<file path="config.mk">
export PLATFORM = sky130hd
export DESIGN_NAME = meter_frame_receiver
export DESIGN_NICKNAME = d
export VERILOG_FILES = /design/src/hdl/mfr_pkg.sv /design/src/hdl/mfr_ram.sv /design/src/hdl/mfr_front.sv /design/src/hdl/mfr_back.sv /design/src/hdl/meter_frame_receiver.sv
export SDC_FILE = /design/constraint.sdc
export NUM_CORES = 2
export LEC_CHECK = 0
export BUFFER_PORTS_ARGS = -buffer_cell sky130_fd_sc_hd__buf_2
export CAP_MARGIN = 25
export CORE_MARGIN = 2
export CORE_UTILIZATION = 30
export DETAILED_ROUTE_END_ITERATION = 10
export PLACE_DENSITY_LB_ADDON = 0.15
export SLEW_MARGIN = 20
export SYNTH_ARGS = -nofsm -noshare
export SYNTH_HDL_FRONTEND = slang
export SYNTH_HIERARCHICAL = 1
export SYNTH_SLANG_ARGS = --single-unit
</file>
<file path="constraint.sdc">
create_clock -name i_clk -period 11.6 [get_ports i_clk]
set_clock_uncertainty 0.1 [all_clocks]
set_input_delay 0.58 -clock i_clk [delete_from_list [all_inputs] [get_ports i_clk]]
set_output_delay 0.58 -clock i_clk [all_outputs]
set_load 0.05 [all_outputs]
</file>
<file path="src/hdl/mfr_pkg.sv">
`timescale 1ns / 1ps
// ----------------------------------------------------------------------------
// mfr_pkg
// Shared types and constants of the meter frame receiver.
// ----------------------------------------------------------------------------
package mfr_pkg;

    // Command codes carried in the input tuser field.
    localparam logic [1:0] CMD_START = 2'd0;
    localparam logic [1:0] CMD_BYTE  = 2'd1;
    localparam logic [1:0] CMD_TICK  = 2'd2;
    localparam logic [1:0] CMD_READ  = 2'd3;

    // Configuration register indexes.
    localparam logic CFG_TIMEOUT = 1'b0;
    localparam logic CFG_MAX_LEN = 1'b1;

    localparam logic [7:0] TIMEOUT_RESET = 8'd50;
    localparam logic [7:0] MAX_LEN_RESET = 8'd128;

    localparam logic [7:0] START_MARK = 8'h68;
    localparam logic [7:0] END_MARK   = 8'h16;

    // Frame bytes besides address and data: two start marks, control, length,
    // checksum and end mark.
    localparam int FRAME_OVERHEAD = 6;
    // Checksum and end mark follow the data bytes.
    localparam logic [7:0] TRAILER_BYTES = 8'd2;
    localparam int MAX_FRAME_BYTES = 255;

    typedef enum logic [1:0] {
        KIND_START = 2'd0,
        KIND_BYTE  = 2'd1,
        KIND_TICK  = 2'd2,
        KIND_READ  = 2'd3
    } t_kind;

    typedef enum logic [1:0] {
        ST_DONE    = 2'd0,
        ST_TIMEOUT = 2'd1,
        ST_READ    = 2'd2
    } t_status;

    typedef enum logic [6:0] {
        PH_IDLE   = 7'b0000001,
        PH_HUNT   = 7'b0000010,
        PH_ADDR   = 7'b0000100,
        PH_SECOND = 7'b0001000,
        PH_CTRL   = 7'b0010000,
        PH_LEN    = 7'b0100000,
        PH_DATA   = 7'b1000000
    } t_phase;

    typedef struct packed {
        t_kind      kind;
        logic [7:0] rx_byte;
        logic [7:0] read_index;
    } t_item;

endpackage

</file>
<file path="src/hdl/mfr_ram.sv">
`timescale 1ns / 1ps
// ----------------------------------------------------------------------------
// mfr_ram
// Generic single-port-write, single-port-read RAM with registered read data.
// ----------------------------------------------------------------------------
module mfr_ram #(
    parameter int WIDTH = 8,
    parameter int DEPTH = 256
) (
    input  logic                     i_clk,
    input  logic                     i_we,
    input  logic [$clog2(DEPTH)-1:0] i_waddr,
    input  logic [WIDTH-1:0]         i_wdata,
    input  logic                     i_re,
    input  logic [$clog2(DEPTH)-1:0] i_raddr,
    output logic [WIDTH-1:0]         o_rdata
);

    logic [WIDTH-1:0] r_mem [DEPTH];
    logic [WIDTH-1:0] r_rdata;

    always_ff @(posedge i_clk) begin
        if (i_we) begin
            r_mem[i_waddr] <= i_wdata;
        end
        if (i_re) begin
            r_rdata <= r_mem[i_raddr];
        end
    end

    assign o_rdata = r_rdata;

endmodule

</file>
<file path="src/hdl/mfr_front.sv">
`timescale 1ns / 1ps
// ----------------------------------------------------------------------------
// mfr_front
// Accepts input items, classifies the command and queues them for the parser.
// ----------------------------------------------------------------------------
module mfr_front (
    input  logic          i_clk,
    input  logic          i_rst_n,
    input  logic          i_valid,
    output logic          o_ready,
    input  logic [1:0]    i_cmd,
    input  logic [7:0]    i_rx_byte,
    input  logic [7:0]    i_read_index,
    output mfr_pkg::t_item o_item,
    output logic          o_item_valid,
    input  logic          i_item_pop
);

    mfr_pkg::t_item r_slot [2];
    logic           r_wr_ptr, n_wr_ptr;
    logic           r_rd_ptr, n_rd_ptr;
    logic [1:0]     r_count, n_count;
    mfr_pkg::t_item w_item;
    logic           w_push;
    logic           w_pop;

    always_comb begin
        w_item.rx_byte    = i_rx_byte;
        w_item.read_index = i_read_index;
        unique case (i_cmd)
            mfr_pkg::CMD_START: w_item.kind = mfr_pkg::KIND_START;
            mfr_pkg::CMD_BYTE:  w_item.kind = mfr_pkg::KIND_BYTE;
            mfr_pkg::CMD_TICK:  w_item.kind = mfr_pkg::KIND_TICK;
            default:            w_item.kind = mfr_pkg::KIND_READ;
        endcase
    end

    assign o_ready      = (r_count != 2'd2);
    assign w_push       = i_valid && o_ready;
    assign w_pop        = i_item_pop && (r_count != 2'd0);
    assign o_item_valid = (r_count != 2'd0);
    assign o_item       = r_slot[r_rd_ptr];

    always_comb begin
        n_wr_ptr = r_wr_ptr ^ w_push;
        n_rd_ptr = r_rd_ptr ^ w_pop;
        n_count  = r_count;
        if (w_push && !w_pop) begin
            n_count = r_count + 2'd1;
        end else if (w_pop && !w_push) begin
            n_count = r_count - 2'd1;
        end
    end

    always_ff @(posedge i_clk) begin
        if (!i_rst_n) begin
            r_wr_ptr <= 1'b0;
            r_rd_ptr <= 1'b0;
            r_count  <= 2'd0;
        end else begin
            r_wr_ptr <= n_wr_ptr;
            r_rd_ptr <= n_rd_ptr;
            r_count  <= n_count;
        end
    end

    always_ff @(posedge i_clk) begin
        if (w_push) begin
            r_slot[r_wr_ptr] <= w_item;
        end
    end

endmodule

</file>
<file path="src/hdl/mfr_back.sv">
`timescale 1ns / 1ps
// ----------------------------------------------------------------------------
// mfr_back
// Frame parser, frame buffer and result pipeline of the meter frame receiver.
// ----------------------------------------------------------------------------
module mfr_back #(
    parameter int BUFFER_DEPTH  = 256,
    parameter int ADDRESS_BYTES = 6
) (
    input  logic           i_clk,
    input  logic           i_rst_n,
    input  mfr_pkg::t_item i_item,
    input  logic           i_item_valid,
    output logic           o_item_pop,
    input  logic [7:0]     i_timeout_ticks,
    input  logic [7:0]     i_max_data_length,
    output logic           o_valid,
    input  logic           i_ready,
    output logic [1:0]     o_status,
    output logic [7:0]     o_frame_length,
    output logic [7:0]     o_read_byte
);

    localparam int STORE_DEPTH = (BUFFER_DEPTH < 256) ? BUFFER_DEPTH : 256;
    localparam int AW          = $clog2(STORE_DEPTH);

    mfr_pkg::t_phase r_phase, n_phase;
    logic [7:0]      r_byte_count, n_byte_count;
    logic [7:0]      r_expected, n_expected;
    logic [7:0]      r_rx_len, n_rx_len;
    logic [7:0]      r_pos, n_pos;
    logic [7:0]      r_ticks, n_ticks;

    // Result stage ahead of the output register; read data arrives here.
    logic            r_s1_valid;
    mfr_pkg::t_status r_s1_status;
    logic [7:0]      r_s1_len;
    logic            r_s1_hit;

    logic            r_out_valid;
    mfr_pkg::t_status r_out_status;
    logic [7:0]      r_out_len;
    logic [7:0]      r_out_data;

    logic            w_s1_move;
    logic            w_exec;
    logic            w_res;
    mfr_pkg::t_status w_res_status;
    logic [7:0]      w_res_len;
    logic            w_we;
    logic            w_re;
    logic [7:0]      w_rdata;
    logic [7:0]      w_ticks_inc;
    logic            w_too_long;

    assign w_s1_move  = r_s1_valid && (!r_out_valid || i_ready);
    assign w_exec     = i_item_valid && (!r_s1_valid || w_s1_move);
    assign o_item_pop = w_exec;

    assign w_ticks_inc = r_ticks + 8'd1;
    assign w_too_long  = (i_item.rx_byte > i_max_data_length)
        || ((int'(i_item.rx_byte) + ADDRESS_BYTES + mfr_pkg::FRAME_OVERHEAD)
            > mfr_pkg::MAX_FRAME_BYTES)
        || ((int'(i_item.rx_byte) + ADDRESS_BYTES + mfr_pkg::FRAME_OVERHEAD)
            > BUFFER_DEPTH);

    always_comb begin
        n_phase      = r_phase;
        n_byte_count = r_byte_count;
        n_expected   = r_expected;
        n_rx_len     = r_rx_len;
        n_pos        = r_pos;
        n_ticks      = r_ticks;
        w_res        = 1'b0;
        w_res_status = mfr_pkg::ST_DONE;
        w_res_len    = 8'd0;
        w_we         = 1'b0;
        w_re         = 1'b0;
        if (w_exec) begin
            unique case (i_item.kind)
                mfr_pkg::KIND_START: begin
                    n_byte_count = 8'd0;
                    n_expected   = 8'd0;
                    n_rx_len     = 8'd0;
                    n_ticks      = 8'd0;
                    n_pos        = 8'd0;
                    n_phase      = mfr_pkg::PH_HUNT;
                    if (i_timeout_ticks == 8'd0) begin
                        n_phase      = mfr_pkg::PH_IDLE;
                        w_res        = 1'b1;
                        w_res_status = mfr_pkg::ST_TIMEOUT;
                    end
                end
                mfr_pkg::KIND_BYTE: begin
                    if (r_phase != mfr_pkg::PH_IDLE) begin
                        w_we = (int'(r_pos) < BUFFER_DEPTH);
                    end
                    unique case (r_phase)
                        mfr_pkg::PH_HUNT: begin
                            if (i_item.rx_byte == mfr_pkg::START_MARK) begin
                                n_pos        = 8'd1;
                                n_rx_len     = 8'd1;
                                n_expected   = 8'(ADDRESS_BYTES);
                                n_byte_count = 8'd0;
                                n_phase      = mfr_pkg::PH_ADDR;
                            end
                        end
                        mfr_pkg::PH_ADDR: begin
                            n_pos        = r_pos + 8'd1;
                            n_rx_len     = r_rx_len + 8'd1;
                            n_byte_count = r_byte_count + 8'd1;
                            if (n_byte_count >= r_expected) begin
                                n_phase = mfr_pkg::PH_SECOND;
                            end
                        end
                        mfr_pkg::PH_SECOND: begin
                            if (i_item.rx_byte != mfr_pkg::START_MARK) begin
                                n_phase = mfr_pkg::PH_HUNT;
                                n_pos   = 8'd0;
                            end else begin
                                n_pos    = r_pos + 8'd1;
                                n_rx_len = r_rx_len + 8'd1;
                                n_phase  = mfr_pkg::PH_CTRL;
                            end
                        end
                        mfr_pkg::PH_CTRL: begin
                            n_pos    = r_pos + 8'd1;
                            n_rx_len = r_rx_len + 8'd1;
                            n_phase  = mfr_pkg::PH_LEN;
                        end
                        mfr_pkg::PH_LEN: begin
                            n_rx_len     = r_rx_len + 8'd1;
                            n_byte_count = 8'd0;
                            if (w_too_long) begin
                                n_phase = mfr_pkg::PH_HUNT;
                                n_pos   = 8'd0;
                            end else begin
                                n_pos      = r_pos + 8'd1;
                                n_expected = i_item.rx_byte + mfr_pkg::TRAILER_BYTES;
                                n_phase    = mfr_pkg::PH_DATA;
                            end
                        end
                        mfr_pkg::PH_DATA: begin
                            n_rx_len     = r_rx_len + 8'd1;
                            n_byte_count = r_byte_count + 8'd1;
                            if (n_byte_count >= r_expected) begin
                                if (i_item.rx_byte == mfr_pkg::END_MARK) begin
                                    n_phase      = mfr_pkg::PH_IDLE;
                                    w_res        = 1'b1;
                                    w_res_status = mfr_pkg::ST_DONE;
                                    w_res_len    = n_rx_len;
                                end else begin
                                    n_phase = mfr_pkg::PH_HUNT;
                                    n_pos   = 8'd0;
                                end
                            end else begin
                                n_pos = r_pos + 8'd1;
                            end
                        end
                        default: begin
                            // Idle: bytes are ignored.
                        end
                    endcase
                end
                mfr_pkg::KIND_TICK: begin
                    if (r_phase != mfr_pkg::PH_IDLE) begin
                        n_ticks = w_ticks_inc;
                        if (w_ticks_inc >= i_timeout_ticks) begin
                            n_phase      = mfr_pkg::PH_IDLE;
                            w_res        = 1'b1;
                            w_res_status = mfr_pkg::ST_TIMEOUT;
                        end
                    end
                end
                default: begin
                    w_res        = 1'b1;
                    w_res_status = mfr_pkg::ST_READ;
                    w_re         = (int'(i_item.read_index) < BUFFER_DEPTH);
                end
            endcase
        end
    end

    mfr_ram #(
        .WIDTH(8),
        .DEPTH(STORE_DEPTH)
    ) u_store (
        .i_clk  (i_clk),
        .i_we   (w_we),
        .i_waddr(r_pos[AW-1:0]),
        .i_wdata(i_item.rx_byte),
        .i_re   (w_re),
        .i_raddr(i_item.read_index[AW-1:0]),
        .o_rdata(w_rdata)
    );

    always_ff @(posedge i_clk) begin
        if (!i_rst_n) begin
            r_phase      <= mfr_pkg::PH_IDLE;
            r_byte_count <= 8'd0;
            r_expected   <= 8'd0;
            r_rx_len     <= 8'd0;
            r_pos        <= 8'd0;
            r_ticks      <= 8'd0;
            r_s1_valid   <= 1'b0;
            r_out_valid  <= 1'b0;
        end else begin
            r_phase      <= n_phase;
            r_byte_count <= n_byte_count;
            r_expected   <= n_expected;
            r_rx_len     <= n_rx_len;
            r_pos        <= n_pos;
            r_ticks      <= n_ticks;
            if (w_exec) begin
                r_s1_valid <= w_res;
            end else if (w_s1_move) begin
                r_s1_valid <= 1'b0;
            end
            if (w_s1_move) begin
                r_out_valid <= 1'b1;
            end else if (i_ready) begin
                r_out_valid <= 1'b0;
            end
        end
    end

    always_ff @(posedge i_clk) begin
        if (w_exec) begin
            r_s1_status <= w_res_status;
            r_s1_len    <= w_res_len;
            r_s1_hit    <= w_re;
        end
        if (w_s1_move) begin
            r_out_status <= r_s1_status;
            r_out_len    <= r_s1_len;
            r_out_data   <= r_s1_hit ? w_rdata : 8'd0;
        end
    end

    assign o_valid        = r_out_valid;
    assign o_status       = r_out_status;
    assign o_frame_length = r_out_len;
    assign o_read_byte    = r_out_data;

endmodule

</file>
<file path="src/hdl/meter_frame_receiver.sv">
`timescale 1ns / 1ps
// ----------------------------------------------------------------------------
// meter_frame_receiver
// Serial meter frame receiver with frame buffer and tick timeout.
// ----------------------------------------------------------------------------
// Each input item carries a command in s_axis_tuser (start, received byte,
// tick, read stored byte) and the byte and read index in s_axis_tdata.
// Start clears the parser and the tick count; bytes outside idle are stored and parsed
// as a 0x68-framed meter frame; ticks count toward the timeout register.
// A result item leaves on m_axis with the status in m_axis_tuser and the
// frame length and read byte in m_axis_tdata. Byte and tick items cause a
// result only on frame completion or timeout; read items always answer.
// Throughput is one item per cycle while m_axis_tready is high. A result
// passes from the input queue through the parser step and the frame buffer
// read into the result stage, then into the output register.
// When m_axis_tready is low, results wait in the output register and the
// stage before it, then the two-entry input queue fills and s_axis_tready
// drops. Reset empties the queue and pipeline, idles the parser and loads
// the register defaults (timeout 50 ticks, length limit 128). The frame
// buffer is not cleared. Configuration writes are always taken.
// ----------------------------------------------------------------------------
module meter_frame_receiver #(
    parameter int BUFFER_DEPTH  = 256,
    parameter int ADDRESS_BYTES = 6
) (
    input  logic        i_clk,
    input  logic        i_rst_n,
    input  logic        s_axis_tvalid,
    output logic        s_axis_tready,
    input  logic [15:0] s_axis_tdata,   // [7:0] rx_byte, [15:8] read_index
    input  logic [1:0]  s_axis_tuser,   // [1:0] cmd
    output logic        m_axis_tvalid,
    input  logic        m_axis_tready,
    output logic [15:0] m_axis_tdata,   // [7:0] frame_length, [15:8] read_byte
    output logic [1:0]  m_axis_tuser,   // [1:0] status
    input  logic        i_cfg_valid,
    output logic        o_cfg_ready,
    input  logic        i_cfg_index,
    input  logic [7:0]  i_cfg_data
);

    logic [7:0]     r_timeout_ticks;
    logic [7:0]     r_max_data_length;
    mfr_pkg::t_item w_item;
    logic           w_item_valid;
    logic           w_item_pop;

    assign o_cfg_ready = 1'b1;

    always_ff @(posedge i_clk) begin
        if (!i_rst_n) begin
            r_timeout_ticks   <= mfr_pkg::TIMEOUT_RESET;
            r_max_data_length <= mfr_pkg::MAX_LEN_RESET;
        end else if (i_cfg_valid) begin
            unique case (i_cfg_index)
                mfr_pkg::CFG_TIMEOUT: r_timeout_ticks   <= i_cfg_data;
                default:              r_max_data_length <= i_cfg_data;
            endcase
        end
    end

    mfr_front u_front (
        .i_clk       (i_clk),
        .i_rst_n     (i_rst_n),
        .i_valid     (s_axis_tvalid),
        .o_ready     (s_axis_tready),
        .i_cmd       (s_axis_tuser),
        .i_rx_byte   (s_axis_tdata[7:0]),
        .i_read_index(s_axis_tdata[15:8]),
        .o_item      (w_item),
        .o_item_valid(w_item_valid),
        .i_item_pop  (w_item_pop)
    );

    mfr_back #(
        .BUFFER_DEPTH (BUFFER_DEPTH),
        .ADDRESS_BYTES(ADDRESS_BYTES)
    ) u_back (
        .i_clk            (i_clk),
        .i_rst_n          (i_rst_n),
        .i_item           (w_item),
        .i_item_valid     (w_item_valid),
        .o_item_pop       (w_item_pop),
        .i_timeout_ticks  (r_timeout_ticks),
        .i_max_data_length(r_max_data_length),
        .o_valid          (m_axis_tvalid),
        .i_ready          (m_axis_tready),
        .o_status         (m_axis_tuser),
        .o_frame_length   (m_axis_tdata[7:0]),
        .o_read_byte      (m_axis_tdata[15:8])
    );

    a_reset_clears_output: assert property (@(posedge i_clk)
        !i_rst_n |=> !m_axis_tvalid)
        else $error("result valid right after reset");

    a_status_code: assert property (@(posedge i_clk) disable iff (!i_rst_n)
        m_axis_tvalid |-> (m_axis_tuser == mfr_pkg::ST_DONE)
            || (m_axis_tuser == mfr_pkg::ST_TIMEOUT)
            || (m_axis_tuser == mfr_pkg::ST_READ))
        else $error("undefined result status");

    a_read_no_length: assert property (@(posedge i_clk) disable iff (!i_rst_n)
        (m_axis_tvalid && (m_axis_tuser == mfr_pkg::ST_READ))
            |-> (m_axis_tdata[7:0] == 8'd0))
        else $error("read result carries a frame length");

    a_timeout_empty: assert property (@(posedge i_clk) disable iff (!i_rst_n)
        (m_axis_tvalid && (m_axis_tuser == mfr_pkg::ST_TIMEOUT))
            |-> (m_axis_tdata == 16'd0))
        else $error("timeout result carries data");

endmodule

</file>
==> metrics.md <==
| Metric | Value |
|---|---|
| Final HPWL DP | `146900 um` |
| GRT busiest layer | `met2` |
| Clock buffer count from CTS | `236` |
| Syn_nets | `approximately 4500` |
| Crit. End Element | `flop` |
| Critical path's slowest cell | `dfxtp_2` |
| Setup TNS | `0 ps` |
| RR Endpoint | `u_back/u_store/o_rdata[6]` |
| Post_cts resized | `0` |
| Number of synthesized flops with an enable pin | `around 2100` |
| CP peak stage delay | `between 800 and 900 ps` |
| Worst-path clk slew | `roughly 60 ps` |
| Crit-path cells | `mux2_8 -> buf_4 -> buf_12 -> mux4_2 -> and2_1 -> nor3_1 -> a21oi_1 -> a22oi_1 -> nor4_2` |
| Global-route wire length before repair | `between 300000 and 400000 um` |
| Post-synth top area share | `about three quarters` |
| Slew Viols, Final | `0` |
| CTS Buffer Depth | `3` |
| Setup Fix Bufs, Post-CTS | `0` |
| Max VDD drop | `0.0001485 V` |
| Final min period | `about 5900 ps` |
| Status | `finished clean` |
| Port Buffers | `between 50 and 60` |
| DR vias | `between 40000 and 50000` |
| Met1 usage | `about a quarter` |
| Number of synthesis warnings | `6` |
| Met3 Use GR | `under 10%` |
| Number of remaining DRC errors | `0` |
| Mean Syn Cell Area | `between 15 and 20 um2` |
| Hold crit path type | `in2reg` |
| Max_slew headroom | `about 25%` |
| Finished Layout Cells | `8570` |
| Leak | `about 31 nW` |
| CTS Sinks | `2191` |
| Drt first-iter violations | `4071` |
| Largest net degree at the start of global routing | `roughly 160` |
| Root Driver | `clkbuf_16` |
| Critical Path RT | `12090 ps` |
| Area growth syn-to-layout | `14.74%` |
| Routability cong. | `roughly 0.76` |
| HP Start | `s_axis_tvalid` |
| Startpoint Class | `flop` |
| Share of layout cells above drive strength 1 | `between 20% and 30%` |
| Die area | `292200 um2` |
| Synth area leaders | `edfxtp_1 74%, mux4_2 12%, mux2i_1 1.7%, dfxtp_1 1.6%, nor2_1 1.5%` |
| Nets | `roughly 4600` |
| MaxCap Viol Count | `0` |
| Remaining Overflow, GRT | `0` |
| Max Fclk | `170.9 MHz` |
| I/O pin cnt | `53` |
| Vias in the first global route | `around 44000` |
| First-pass detailed-route iteration total | `5` |
| Starting density of the core | `30.08%` |
| Async SR Flop Fraction | `0%` |
| Total GRT Usage | `between 15 and 20%` |
| WL final | `~240000 um` |
| Critical path class | `reg2reg` |
| Worst hold endpoint | `u_front/r_wr_ptr` |
| Die extent in x | `about 540 um` |
| Final ANT Viol Nets | `0` |
| Crit-path max FO | `86` |
| Reg2Reg Setup Slack | `~5700 ps` |
| Initial antenna violation count | `9` |
| CTS tree | `done` |
| Commonest cells in the netlist | `2121 x edfxtp_1, 454 x mux4_2, 339 x nor2_1` |
| Rows | `between 150 and 200` |
| Mapped Cells | `about 4400` |
| Dominant synthesized flop cell | `edfxtp_1` |
| Measured slew at the worst slew-check pin | `1119 ps` |
| Pwr Density | `between 200 and 250 nW/um2` |
| Most frequent cell after synthesis | `edfxtp_1` |
| Library cells used by synthesis | `88` |
| Dpl cells | `8066` |
| Total core area | `around 290000 um2` |
| Worst EP arrival | `between 6000 and 7000 ps` |
| Final Hold Vio Count | `0` |
| Clk Latency, worst-skew pair | `approximately 880 ps` |
| Leading area contributor after synthesis | `edfxtp_1` |
| Met2 usage | `27.07%` |
| # setup viols final | `0` |
| Die Span Y | `approximately 540 um` |
| Hold_buf cts | `33` |
| #FFs+latches synth | `around 2200` |
| Wirelength per Cell | `between 20 and 30 um` |
| Sequential area share after synthesis | `between 70% and 80%` |
| Post-Syn Area | `86370 um2` |
| Worst hold path depth | `4` |
| Final critical-path share of the clock period | `a little over 50%` |
| Worst reg-to-reg path cell count | `9` |
| Clock H-tree levels | `4` |
| Unrepaired setup endpoints after global routing | `false` |
| Vias per inst | `between 5 and 6` |
==> stage by stage <==
stage / utilization, % / setup WS [ps] / total power, mW / hold slack (ps) / area (um2)
after floorplan: - / 6908 / 13.43 / 300.3 / 86370
after global placement: 31.61 / 5193 / 15.59 / 313.1 / 90770
after detailed placement: 31.71 / 5609 / 15.67 / 313.7 / 91050
after CTS: 34.45 / 5586 / 23.06 / 22.13 / 98930
after global routing: 34.51 / 5472 / 23.58 / 74.39 / 99100
final: 34.51 / 5747 / 22.71 / 93.98 / 99100
==> flip-flops by register name, indices dropped and copies added, names as in the netlist, 2 cells and up, named ones only <==
| name | count |
|---|---|
| u_back/u_store/r_mem | 2048 |
| u_front/r_slot | 36 |
| r_max_data_length | 8 |
| r_timeout_ticks | 8 |
| u_back/o_frame_length | 8 |
| u_back/o_read_byte | 8 |
| u_back/r_byte_count | 8 |
| u_back/r_expected | 8 |
| u_back/r_pos | 8 |
| u_back/r_rx_len | 8 |
| u_back/r_s1_len | 8 |
| u_back/r_ticks | 8 |
| u_back/u_store/o_rdata | 8 |
| u_back/r_phase | 7 |
| u_back/o_status | 2 |
| u_back/r_s1_status | 2 |
| u_front/r_count | 2 |
==> layout make-up <==
| type | instances | area [um2] |
|---|---|---|
| fill | 26840 | 188100 |
| inverter | 41 | 153.9 |
| clock buffer | 305 | 6225 |
| sequential | 2191 | 65090 |
| antenna | 3 | 7.507 |
| timing repair buffer | 213 | 1684 |
| clock inverter | 144 | 1328 |
| multi-input combinational | 1892 | 19880 |
| tap | 3781 | 4731 |
==> routing by layer <==
layer / vias up / share of wire (%)
met2: 1007 / 49
met1: 23620 / 45
met3: 287 / 4.0
li1: 18440 / -
met5: - / 0
met4: 0 / 1.9
==> cells by family (layout without fill, tap and decap cells) <==
group / after synthesis / count (layout) / synth area share [%]
DFF: 2191 / 2191 / 75.36
xor gates and xnor gates: 32 / 32 / 0.3245
and+or+nand+nor: 699 / 699 / 3.850
AOI/OAI and AO/OA: 503 / 503 / 4.061
buffers and inverters: 301 / 703 / 2.034
adders and majority gates: 37 / 37 / 0.5360
other: 1 / 4 / 0.004342
muxes: 620 / 620 / 13.83
==> cells in the final DEF (no fill, tap or decap), drive strengths merged, types with 11 or more instances in the layout <==
cell type | Yosys | final
edfxtp | 2121 | 2121
mux4 | 456 | 456
nor2 | 340 | 340
clkbuf | 122 | 305
buf | 138 | 180
mux2i | 145 | 145
a22oi | 141 | 141
a21oi | 127 | 127
clkinv | 1 | 117
nand2 | 78 | 78
dfxtp | 70 | 70
nand3 | 68 | 68
o221ai | 48 | 48
inv | 40 | 48
o21ai | 47 | 47
ha | 37 | 37
nor2b | 37 | 37
dlygate4sd3 | 0 | 33
nor3 | 30 | 30
nor4 | 30 | 30
o22ai | 28 | 28
and2 | 23 | 23
nand4 | 19 | 19
a211oi | 19 | 19
mux2 | 19 | 19
xor2 | 17 | 17
o211ai | 17 | 17
nand2b | 17 | 17
nand3b | 16 | 16
bufinv | 0 | 15
xnor2 | 15 | 15
a221oi | 15 | 15
and3 | 14 | 14
o31ai | 11 | 11
==> worst max-delay path: cells and delay by family, from the launching register on <==
| family | cells | cell delay (ps) |
|---|---|---|
| AOI/OAI and AO/OA | 2 | 920 |
| and+or+nand+nor | 3 | 990 |
| buffers and inverters | 2 | 1270 |
| DFF | 1 | 810 |
| muxes | 2 | 1290 |
==> report_power, final <==
group | switching (mW) | leakage, nW | internal (mW)
Combinational | 3.79 | 7.27 | 1.88
Sequential | 0.0775 | 19.7 | 9.62
Clock | 3.21 | 3.69 | 4.13
Total | 7.08 | 30.6 | 15.6
==> worst max-delay path by stage <==
stage,to,from,depth (start not counted),slack (ps)
global route,u_back/u_store/o_rdata[6],flop,9,5470
CTS,u_back/u_store/o_rdata[6],flop,9,5590
floorplan,u_back/r_pos[7],flop,10,6910
global placement,u_back/u_store/o_rdata[1],flop,8,5190
finish,u_back/u_store/o_rdata[6],flop,9,5750
detailed placement,u_back/u_store/o_rdata[6],flop,9,5610
(Power assumes the default switching activity.)
